File: src/rtl/mpc_pkg.sv
// Package for the Mandelbrot pixel color block: sizes, payload and control types,
// and the saturation helpers that the datapath uses.
// No dependencies.
package mpc_pkg;

   localparam int MAX_SIDE   = 4096;
   localparam int FRAC_BITS  = 24;

   localparam int CFG_SIDE_W = 13;
   localparam int COORD_W    = 12;
   localparam int FX_W       = 32;
   localparam int SCALE_W    = 31;
   localparam int ITER_W     = 7;
   localparam int BYTE_W     = 8;

   localparam int SIDE_W     = $clog2(MAX_SIDE + 1);
   localparam int PROD_W     = SIDE_W + COORD_W;
   localparam int DEN_W      = 2 * SIDE_W;
   localparam int NUM_W      = PROD_W + FRAC_BITS;
   localparam int STEP_W     = $clog2(NUM_W + 1);
   localparam int SEG_NUM_W  = ITER_W + 3;
   localparam int BYTE_NUM_W = BYTE_W + ITER_W;

   localparam int CSR_IDX_W  = 3;
   localparam int CSR_DATA_W = 31;

   localparam logic signed [63:0] SAT_MAX = 64'sd2147483647;
   localparam logic signed [63:0] SAT_MIN = -64'sd2147483648;
   localparam logic signed [63:0] FX_ONE  = 64'sd1 <<< FRAC_BITS;
   localparam logic signed [63:0] FX_HALF = 64'sd1 <<< (FRAC_BITS - 1);

   typedef enum logic [CSR_IDX_W-1:0] {
      CSR_IMAGE_WIDTH    = 3'd0,
      CSR_IMAGE_HEIGHT   = 3'd1,
      CSR_ZOOM_SCALE     = 3'd2,
      CSR_ESCAPE_LIMIT   = 3'd3,
      CSR_MAX_ITERATIONS = 3'd4
   } csr_index_type;

   typedef struct packed {
      logic [COORD_W-1:0] column;
      logic [COORD_W-1:0] row;
   } req_type;

   typedef struct packed {
      logic [ITER_W-1:0] iteration_count;
      logic [BYTE_W-1:0] blue;
      logic [BYTE_W-1:0] green;
      logic [BYTE_W-1:0] red;
   } rsp_type;

   typedef enum logic [2:0] {
      DIV_A   = 3'd0,
      DIV_B   = 3'd1,
      DIV_SEG = 3'd2,
      DIV_P   = 3'd3,
      DIV_Q   = 3'd4
   } div_sel_type;

   typedef struct packed {
      logic        load;
      logic        setup;
      logic        div_start;
      logic        div_wait;
      div_sel_type div_sel;
      logic        mul_c;
      logic        sat_c;
      logic        iter_add;
      logic        color;
   } cmd_type;

   typedef struct packed {
      logic div_done;
      logic iter_go;
   } status_type;

   function automatic logic signed [FX_W-1:0] sat32(input logic signed [63:0] v);
      logic signed [FX_W-1:0] r;
      if (v > SAT_MAX) r = FX_W'(SAT_MAX);
      else if (v < SAT_MIN) r = FX_W'(SAT_MIN);
      else r = v[FX_W-1:0];
      return r;
   endfunction

   function automatic logic signed [FX_W-1:0] fx_scale(input logic signed [63:0] p);
      return sat32(p >>> FRAC_BITS);
   endfunction

   function automatic logic signed [FX_W-1:0] sat_add(input logic signed [FX_W-1:0] a,
                                                      input logic signed [FX_W-1:0] b);
      logic signed [63:0] s;
      s = 64'(a) + 64'(b);
      return sat32(s);
   endfunction

   function automatic logic [SIDE_W-1:0] clamp_side(input logic [CFG_SIDE_W-1:0] s);
      logic [SIDE_W-1:0] r;
      if (s < CFG_SIDE_W'(2)) r = SIDE_W'(2);
      else if (int'(s) > MAX_SIDE) r = SIDE_W'(MAX_SIDE);
      else r = SIDE_W'(s);
      return r;
   endfunction

endpackage

File: src/rtl/mpc_ctrl.sv
// Controller: sequences setup divisions, c scaling, escape passes and the color ramp.
// Depends on mpc_pkg.
module mpc_ctrl (
   input  logic                clock,
   input  logic                reset,
   input  logic                start,
   output logic                busy,
   output logic                rsp_valid,
   output mpc_pkg::cmd_type    cmd,
   input  mpc_pkg::status_type status
);
   import mpc_pkg::*;

   typedef enum logic [18:0] {
      S_IDLE     = 19'h00001,
      S_SETUP    = 19'h00002,
      S_DIV_A    = 19'h00004,
      S_WAIT_A   = 19'h00008,
      S_DIV_B    = 19'h00010,
      S_WAIT_B   = 19'h00020,
      S_MUL_C    = 19'h00040,
      S_SAT_C    = 19'h00080,
      S_CHECK    = 19'h00100,
      S_ITER_MUL = 19'h00200,
      S_ITER_ADD = 19'h00400,
      S_DIV_SEG  = 19'h00800,
      S_WAIT_SEG = 19'h01000,
      S_DIV_P    = 19'h02000,
      S_WAIT_P   = 19'h04000,
      S_DIV_Q    = 19'h08000,
      S_WAIT_Q   = 19'h10000,
      S_COLOR    = 19'h20000,
      S_DONE     = 19'h40000
   } state_type;

   state_type state_ff, state_in;

   always_comb begin
      state_in = state_ff;
      unique case (state_ff)
         S_IDLE:     if (start) state_in = S_SETUP;
         S_SETUP:    state_in = S_DIV_A;
         S_DIV_A:    state_in = S_WAIT_A;
         S_WAIT_A:   if (status.div_done) state_in = S_DIV_B;
         S_DIV_B:    state_in = S_WAIT_B;
         S_WAIT_B:   if (status.div_done) state_in = S_MUL_C;
         S_MUL_C:    state_in = S_SAT_C;
         S_SAT_C:    state_in = S_CHECK;
         S_CHECK:    state_in = status.iter_go ? S_ITER_MUL : S_DIV_SEG;
         S_ITER_MUL: state_in = S_ITER_ADD;
         S_ITER_ADD: state_in = S_CHECK;
         S_DIV_SEG:  state_in = S_WAIT_SEG;
         S_WAIT_SEG: if (status.div_done) state_in = S_DIV_P;
         S_DIV_P:    state_in = S_WAIT_P;
         S_WAIT_P:   if (status.div_done) state_in = S_DIV_Q;
         S_DIV_Q:    state_in = S_WAIT_Q;
         S_WAIT_Q:   if (status.div_done) state_in = S_COLOR;
         S_COLOR:    state_in = S_DONE;
         S_DONE:     state_in = S_IDLE;
         default:    state_in = S_IDLE;
      endcase
   end

   always_ff @(posedge clock) begin
      if (reset) state_ff <= S_IDLE;
      else state_ff <= state_in;
   end

   always_comb begin
      cmd.load      = (state_ff == S_IDLE) && start;
      cmd.setup     = state_ff == S_SETUP;
      cmd.div_start = (state_ff == S_DIV_A) || (state_ff == S_DIV_B) ||
                      (state_ff == S_DIV_SEG) || (state_ff == S_DIV_P) ||
                      (state_ff == S_DIV_Q);
      cmd.div_wait  = (state_ff == S_WAIT_A) || (state_ff == S_WAIT_B) ||
                      (state_ff == S_WAIT_SEG) || (state_ff == S_WAIT_P) ||
                      (state_ff == S_WAIT_Q);
      if ((state_ff == S_DIV_A) || (state_ff == S_WAIT_A)) cmd.div_sel = DIV_A;
      else if ((state_ff == S_DIV_B) || (state_ff == S_WAIT_B)) cmd.div_sel = DIV_B;
      else if ((state_ff == S_DIV_SEG) || (state_ff == S_WAIT_SEG)) cmd.div_sel = DIV_SEG;
      else if ((state_ff == S_DIV_P) || (state_ff == S_WAIT_P)) cmd.div_sel = DIV_P;
      else cmd.div_sel = DIV_Q;
      cmd.mul_c     = state_ff == S_MUL_C;
      cmd.sat_c     = state_ff == S_SAT_C;
      cmd.iter_add  = state_ff == S_ITER_ADD;
      cmd.color     = state_ff == S_COLOR;
   end

   assign busy      = state_ff != S_IDLE;
   assign rsp_valid = state_ff == S_DONE;

`ifndef ASSERT_OFF
   a_done_once: assert property (@(posedge clock) disable iff (reset)
      (state_ff == S_DONE) |=> (state_ff == S_IDLE))
      else $error("result strobe longer than one cycle");
   a_start: assert property (@(posedge clock) disable iff (reset)
      (start && state_ff == S_IDLE) |=> (state_ff == S_SETUP))
      else $error("accepted item did not start setup");
   a_div_done_waiting: assert property (@(posedge clock) disable iff (reset)
      status.div_done |-> cmd.div_wait)
      else $error("divider finished outside a wait state");
   a_pass_back: assert property (@(posedge clock) disable iff (reset)
      (state_ff == S_ITER_ADD) |=> (state_ff == S_CHECK))
      else $error("escape pass did not return to check");
`endif

endmodule

File: config.mk
export PLATFORM = sky130hd
export DESIGN_NAME = mpc_ctrl
export DESIGN_NICKNAME = d
export VERILOG_FILES = /design/src/rtl/mpc_pkg.sv /design/src/rtl/mpc_ctrl.sv
export SDC_FILE = /design/constraint.sdc
export NUM_CORES = 1
export LEC_CHECK = 0
export BUFFER_PORTS_ARGS = -buffer_cell sky130_fd_sc_hd__clkbuf_2
export CAP_MARGIN = 20
export CORE_MARGIN = 2
export CORE_UTILIZATION = 31
export DETAILED_ROUTE_END_ITERATION = 10
export MAX_ROUTING_LAYER = met4
export PLACE_DENSITY = 0.54
export RECOVER_POWER = 100
export SLEW_MARGIN = 20
export SYNTH_ARGS = -nofsm -noshare
export SYNTH_HDL_FRONTEND = slang
export SYNTH_SLANG_ARGS = --single-unit
export TNS_END_PERCENT = 30
File: constraint.sdc
create_clock -name clock -period 2.91 [get_ports clock]
set_input_delay 0.4365 -clock clock [delete_from_list [all_inputs] [get_ports clock]]
set_output_delay 0.4365 -clock clock [all_outputs]
set_load 0.01 [all_outputs]
After elaboration in Yosys (flattened, before gate mapping)
Index checks and enable logic that the tools add are counted.

Shift-type cells: 0. Bitwise logic cells: 0. Reductions and logical operators: 15. Order comparisons: 0. Equal/unequal tests: 26. $mul: 0. Multiplexer cells: 12. Add/sub/neg operators: 0. Div/mod/pow operators: 0.

Operators by type and width (count): $pmux W19 S17 (1); $mux W19 (6); $eq A19 B1 Y1 const B (1); $eq A19 B10 Y1 const B (1); $eq A19 B11 Y1 const B (1); $eq A19 B12 Y1 const B (1); $eq A19 B13 Y1 const B (1); $eq A19 B14 Y1 const B (1); $eq A19 B15 Y1 const B (1); $eq A19 B16 Y1 const B (1); $eq A19 B17 Y1 const B (1); $eq A19 B18 Y1 const B (1); $eq A19 B19 Y1 const B (1); $eq A19 B2 Y1 const B (1); $eq A19 B3 Y1 const B (1); $eq A19 B4 Y1 const B (1); $eq A19 B5 Y1 const B (1); $eq A19 B6 Y1 const B (1); $eq A19 B7 Y1 const B (1); $eq A19 B8 Y1 const B (1); $eq A19 B9 Y1 const B (1); $ne A19 B1 Y1 const B (1); $logic_or A1 B1 Y1 (12); $mux W12 (1); other kinds (5) (13).

Bits in registers: 19. RAM bits: 0. Output and inout bits: 13. Latch bits: 0. ROM bits: 0. Bits of input ports: 5. Memories kept: 0.

Longest topological paths before layout
Gate-level depths: netlist (run 1).

Depth in word-level cells: 6. Mapped depth: 9. Depth with buffers taken out: 7.

Worst setup path after synthesis (run 1)
OpenSTA, ideal clock, no wires.

Path kind: register -> output. Start: register state_ff[16]. End: output port cmd[6] in the netlist's numbering. Stages on the path, launching flop included: 7. Data arrival time: 1.781 ns. Setup slack: 0.693 ns. Cell sequence: dfxtp_1 -> clkbuf_1 -> nor3_2 -> and4_1 -> and4b_1 -> nand3b_1 -> nor4_1.

RTL lines: from (decl) (line mpc_ctrl.sv:36) `state_type state_ff, state_in;`; from (signal assigned) (line mpc_ctrl.sv:66) `else state_ff <= state_in;`; to (decl) (line mpc_ctrl.sv:9) `output mpc_pkg::cmd_type cmd,`.

==> impl_metrics.csv, run 1 <==
group,metric,value,unit
synth,yosysWarnings,0,
routing,ant_nets,0,
run_status,status,"finished clean",
routing,drc,0,
sta,rsz0062_at_grt,"false",
synth,netlist_area,1050,um^2
grt,grt_start_max_net_pins,12,
floorplan,die-area,3880,um^2
routing,drt_first_iter_violations,56,
cts,ctsHoldBuffers,0,
final_layout,area_growth,18.5,%
worst_setup_path,crit_type,"reg2out",
worst_hold_path,holdPathEnd,"state_ff[11]",
final_layout,fin_nets,143,
synth,async_flop_share,0,%
routing,viasPerCell,5.40,
synth,syn-num-nets,121,
power_and_ir_drop,peakVddDrop,222,uV
grt,grtUsageTotal,15.0,%
synth,yosys.area.top_type_share,36.1,%
synth,synth_edf_count,0,
worst_setup_path,timing.rr.start,"state_ff[4]",
worst_setup_path,reg2reg_depth,7,
sta,finalClockSkew,3.76,ps
final_layout,reg_top3,"state_ff: 19 flops",
worst_setup_path,reg2reg_to,"state_ff[5]",
final_layout,largest_reg_flops,19,
placement,portBuffers,17,
floorplan,rows,21,
job,drv_cap,0,
sta,hold_violations,0,
power_and_ir_drop,leakage,0.442,nW
worst_setup_path,worstPathArrival,2250,ps
worst_hold_path,worstHoldPathCells,2,
synth,synth.area.top_cells,"dfxtp_1, nor2_1, nand4b_1",
final_layout,finalInstanceArea,1250,um^2
routing,wl_per_cell,14.8,um
cts,cts_buffers,3,
sta,max_freq,372,MHz
final_layout,fillerInstances,381,
worst_setup_path,worstSetupStartpointType,"register",
floorplan,start_util,31.8,%
floorplan,die_w,62.3,um
cts,numClockSinks,19,
final_layout,drive_above_1_share,18.2,%
grt,grt_pass1_wl,4490,um
floorplan,core_area,3310,um^2
grt,grt.overflow.total,0,
worst_setup_path,reg2reg_slack,330,ps
sta,post-route-period-util,92.5,%
placement,dp_cells,178,
floorplan,fp.dieH,62.3,um
worst_setup_path,cp-startpoint,"state_ff[15]",
cts,path_clk_slew,110,ps
synth,synthTopCellsByCount,"dfxtp_1, nor2_1, nor3_1",
synth,netlist.top_cell.by_area,"dfxtp_1",
final_layout,regMostFlops,"state_ff",
sta,setup_viol,0,
routing,drt_pass1_iterations,4,
synth,synth-main-ff-cell,"dfxtp_1",
synth,synth.distinct_cells,32,
placement,place.gp.congestion,0.802,
routing,routed_wl,2710,um
power_and_ir_drop,power_density,391,nW/um^2
grt,grt_pass1_vias,917,
cts,root_buffer,"clkbuf_4",
sta,drv_slew,0,
synth,yosysMostFrequentCell,"dfxtp_1",
worst_hold_path,hp-start,"status[0]",
synth,ys_seq_area_share,36.1,%
grt,antenna_found_initial,0,
final_layout,fin_util,37.7,%
floorplan,design.portCount,18,
synth,synth_seq_cells,19,
sta,finalSetupTns,0,ps
placement,dp_hpwl,2030,um
cts,htreeDepth,1,
sta,maxSlewHeadroom,72.4,%
cts,clockBufferDepth,2,
cts,cts_tree,"yes",
final_layout,antenna_cells,0,
worst_setup_path,required,2470,ps
worst_setup_path,path_max_fanout,6,
cts,clk_latency,300,ps
worst_hold_path,hp-class,"in2reg",
synth,syn_area_per_cell,9.08,um^2
worst_setup_path,setup.worst_path.end_class,"output pin",
sta,tightest_slew,411,ps
synth,syn-instance-count,116,
final_layout,finalNonFillerCells,183,
routing,num_vias,989,
sta,min_period,2690,ps
placement,place_area,1190,um^2
-- metrics by stage --
stage,total power [mW],setup slack [ps],hold slack [ps]
floorplan,0.330,693,486
global placement,0.350,356,517
detailed placement,0.351,312,523
CTS,0.490,98.7,292
global route,0.515,26.4,288
finish,0.488,220,290
-- worst max-delay path, stage by stage (launching register included) --
cell      delay [ps]
dfxtp_1          380
nor4_4           430
nand4_1          250
or4b_1           620
nand4_1          110
clkbuf_2         150
-- cells by family after synthesis --
| family | after synthesis | share of synthesized area (%) |
|---|---|---|
| DFF | 19 | 36.1 |
| and+or+nand+nor | 80 | 51.3 |
| xor gates and xnor gates | 4 | 3.33 |
| buffers and inverters | 5 | 2.49 |
| AOI/OAI and AO/OA | 8 | 6.77 |
-- cells in the final DEF (no fill, tap or decap), types with 2 or more instances in the layout --
| master | netlist | routed |
|---|---|---|
| dfxtp_1 | 19 | 19 |
| nor2_1 | 17 | 17 |
| clkbuf_1 | 2 | 9 |
| clkbuf_2 | 0 | 9 |
| nor3_1 | 7 | 7 |
| nor4_1 | 6 | 6 |
| nor3b_1 | 4 | 5 |
| nand4b_1 | 5 | 5 |
| a21oi_1 | 5 | 5 |
| nor4_4 | 1 | 4 |
| nand4_1 | 4 | 4 |
| nor4b_1 | 4 | 4 |
| nand2b_1 | 4 | 4 |
| nand2_1 | 4 | 4 |
| nand3_1 | 4 | 4 |
| and4_1 | 3 | 3 |
| xnor2_1 | 3 | 3 |
| clkbuf_4 | 0 | 3 |
| buf_4 | 0 | 3 |
| inv_1 | 2 | 2 |
| and4b_1 | 2 | 2 |
| or2_1 | 2 | 2 |
| or3_1 | 3 | 2 |
-- area by class of cell --
cell class                 count  area [um^2]  area share [%]
multi-input combinational     92          679            54.4
sequential                    19          380            30.5
timing repair buffer          20         97.6            7.82
tap                           46         57.6            4.61
clock buffer                   4         26.3            2.10
inverter                       2         7.51           0.601
-- where the power goes --
part / switching, mW / total, mW / internal (mW)
registers: 0.00671 / 0.270 / 0.264
clock network: 0.0859 / 0.139 / 0.0535
logic: 0.0478 / 0.0781 / 0.0303
total: 0.140 / 0.488 / 0.347
-- routing by layer --
layer	GRT usage, %	vias to the layer above	routed length [um]
met5	-	-	0
met4	3.06	0	31
met3	5.07	4	100
met2	22.1	19	1190
met1	20.1	476	1380
li1	-	490	-
-- worst max-delay path by stage --
| stage | to | slack [ps] | cells after the start |
|---|---|---|---|
| floorplan | cmd[6] | 690 | 6 |
| global placement | state_ff[5] | 360 | 7 |
| detailed placement | state_ff[5] | 310 | 7 |
| CTS | cmd[8] | 100 | 7 |
| global route | cmd[8] | 30 | 7 |
| finish | cmd[7] | 220 | 5 |
-- timing repair --
item	in CTS	in global routing
gates resized for setup	0	5
setup buffers	0	1
endpoints found under the setup margin	0	4
hold endpoints to repair	0	0
Note: power is estimated with default switching activity, not from simulation.
==> run 2: changes to the inputs <==
--- a/config.mk
+++ b/config.mk
@@ -5,8 +5,10 @@
 export SDC_FILE = /design/constraint.sdc
 export NUM_CORES = 1
 export LEC_CHECK = 0
+export ABC_AREA = 0
 export BUFFER_PORTS_ARGS = -buffer_cell sky130_fd_sc_hd__clkbuf_2
 export CAP_MARGIN = 20
+export CORE_ASPECT_RATIO = 0.9
 export CORE_MARGIN = 2
 export CORE_UTILIZATION = 31
 export DETAILED_ROUTE_END_ITERATION = 10
==> run 2 against run 1 <==
Critical path type unchanged. Cell count shrank 1.6%. Die area about the same. Clock power up 34%. Via count shrank 1.0%. Register-to-register slack worse by 60 ps. Combinational power shrank 4.4%. First-iteration DRC count decreased by 23%.
==> impl_metrics.csv, run 2 (synthesis gave the netlist of run 1 again) <==
group,metric,value,unit
placement,dp_hpwl,2010,um
cts,cts_setup_buffers,0,
worst_setup_path,crit_type,"reg2out",
final_layout,multiInputGateArea,641,um^2
routing,drt_first_iter_violations,43,
routing,ant_nets,0,
worst_hold_path,hp-class,"in2reg",
floorplan,die_w,65.5,um
final_layout,fin_util,36.8,%
worst_setup_path,required,2470,ps
floorplan,rows,20,
cts,cts_buffers,3,
grt,grtUsageTotal,15.3,%
final_layout,largest_reg_flops,19,
power_and_ir_drop,leakage,0.425,nW
final_layout,regMostFlops,"state_ff",
routing,drc,0,
sta,hold_violations,0,
worst_setup_path,worstPathArrival,2270,ps
sta,tightest_slew,434,ps
sta,drv_slew,0,
sta,fin_ws,203,ps
grt,antenna_found_initial,0,
grt,grt.overflow.total,0,
cts,clockBufferDepth,2,
grt,grt_start_max_net_pins,12,
run_status,status,"finished clean",
grt,grt_pass1_vias,917,
power_and_ir_drop,power_density,437,nW/um^2
floorplan,fp.dieH,59.3,um
placement,portBuffers,17,
placement,dp_slack,352,ps
sta,finalClockSkew,5.06,ps
worst_setup_path,path_max_fanout,6,
cts,numClockSinks,19,
floorplan,design.portCount,18,
sta,max_freq,369,MHz
sta,setup_viol,0,
job,drv_cap,0,
routing,drt_pass1_iterations,4,
cts,clk_latency,260,ps
worst_setup_path,worstSetupStartpointType,"register",
grt,grt_pass1_wl,4210,um
final_layout,reg_top3,"state_ff: 19 flops",
placement,place.gp.congestion,0.794,
cts,cts_tree,"yes",
worst_setup_path,setup.worst_path.end_class,"output pin",
cts,root_buffer,"clkbuf_8",
worst_setup_path,slowest_delay,430,ps
routing,viasPerCell,5.44,
worst_setup_path,crit_family,"simple AND/OR/NAND/NOR gates",
sta,rsz0062_at_grt,"false",
worst_setup_path,critical_path_buf_inv_count,1,
floorplan,start_util,31.9,%
final_layout,final_cell_mix,"dfxtp_1, nor2_1, clkbuf_1",
worst_setup_path,crit_chain,"nor4_4 > nand4_1 > or3_1 > nor3b_2 > nor2_1 > nand3_1 > clkbuf_1",
final_layout,fillerInstances,351,
final_layout,final-seq-area,380,um^2
worst_setup_path,cpMaxStageDelayCell,"nor4_4",
cts,path_clk_slew,70,ps
power_and_ir_drop,peakVddDrop,232,uV
final_layout,area_growth,15.3,%
final_layout,layout_commonest_cell,"dfxtp_1",
sta,post-route-period-util,93.0,%
floorplan,core_area,3300,um^2
routing,wl_per_cell,14.2,um
floorplan,die-area,3880,um^2
final_layout,antenna_cells,0,
final_layout,fin_nets,142,
routing,num_vias,979,
sta,min_period,2710,ps
routing,routed_wl,2560,um
sta,maxSlewHeadroom,70.8,%
sta,finalSetupTns,0,ps
final_layout,drive_above_1_share,14.0,%
cts,htreeDepth,1,
-- run 2: cell types whose count changed in the layout (fill, tap and decap cells not counted), sizes merged --
| cell | previous run | this run |
|---|---|---|
| buf | 3 | 2 |
-- run 2: cell type report --
class	count	share of cell area, %
Tap cell	44	4.53
Timing Repair Buffer	19	7.11
Multi-Input combinational cell	92	52.7
Inverter	2	0.618
Sequential cell	19	31.3
Clock buffer	4	3.71
-- run 2: power by group --
| part | internal (mW) | leakage, nW | switching [mW] |
|---|---|---|---|
| Sequential | 0.264 | 0.153 | 0.00643 |
| Clock | 0.0975 | 0.0228 | 0.0883 |
| Combinational | 0.0287 | 0.249 | 0.0460 |
-- run 2: metal layers --
metal | part of all wire, % | vias up | track usage (%) | wire (um)
met4 | 2.2 | 0 | 8.04 | 55
met3 | 4.4 | 4 | 4.18 | 112
met1 | 47 | 470 | 18.4 | 1200
li1 | - | 487 | - | -
met5 | 0 | - | - | 0
met2 | 46 | 18 | 23.8 | 1190
-- run 2: metrics by stage --
step / hold WS [ps] / instance area [um^2] / cells / total power, mW
CTS: 359 / 1230 / 180 / 0.533
finish: 355 / 1210 / 180 / 0.530
global route: 364 / 1210 / 180 / 0.557
global placement: 510 / 1190 / 176 / 0.349
floorplan: 486 / 1050 / 116 / 0.330
detailed placement: 523 / 1190 / 176 / 0.349
-- run 2: worst paths after layout --
| kind | from | to | slack, ps | depth (start not counted) |
|---|---|---|---|---|
| min | status[0] | state_ff[11] | 360 | 2 |
| max reg2reg | state_ff[10] | state_ff[5] | 270 | 7 |
| max | state_ff[12] | cmd[5] | 200 | 7 |
| min reg2reg | state_ff[9] | state_ff[10] | 550 | 2 |
-- run 2: what timing repair did --
| item | in CTS | in global routing |
|---|---|---|
| gates resized for setup | 0 | 2 |
| endpoints found under the setup margin | 0 | 2 |
| hold buffers | 0 | 0 |
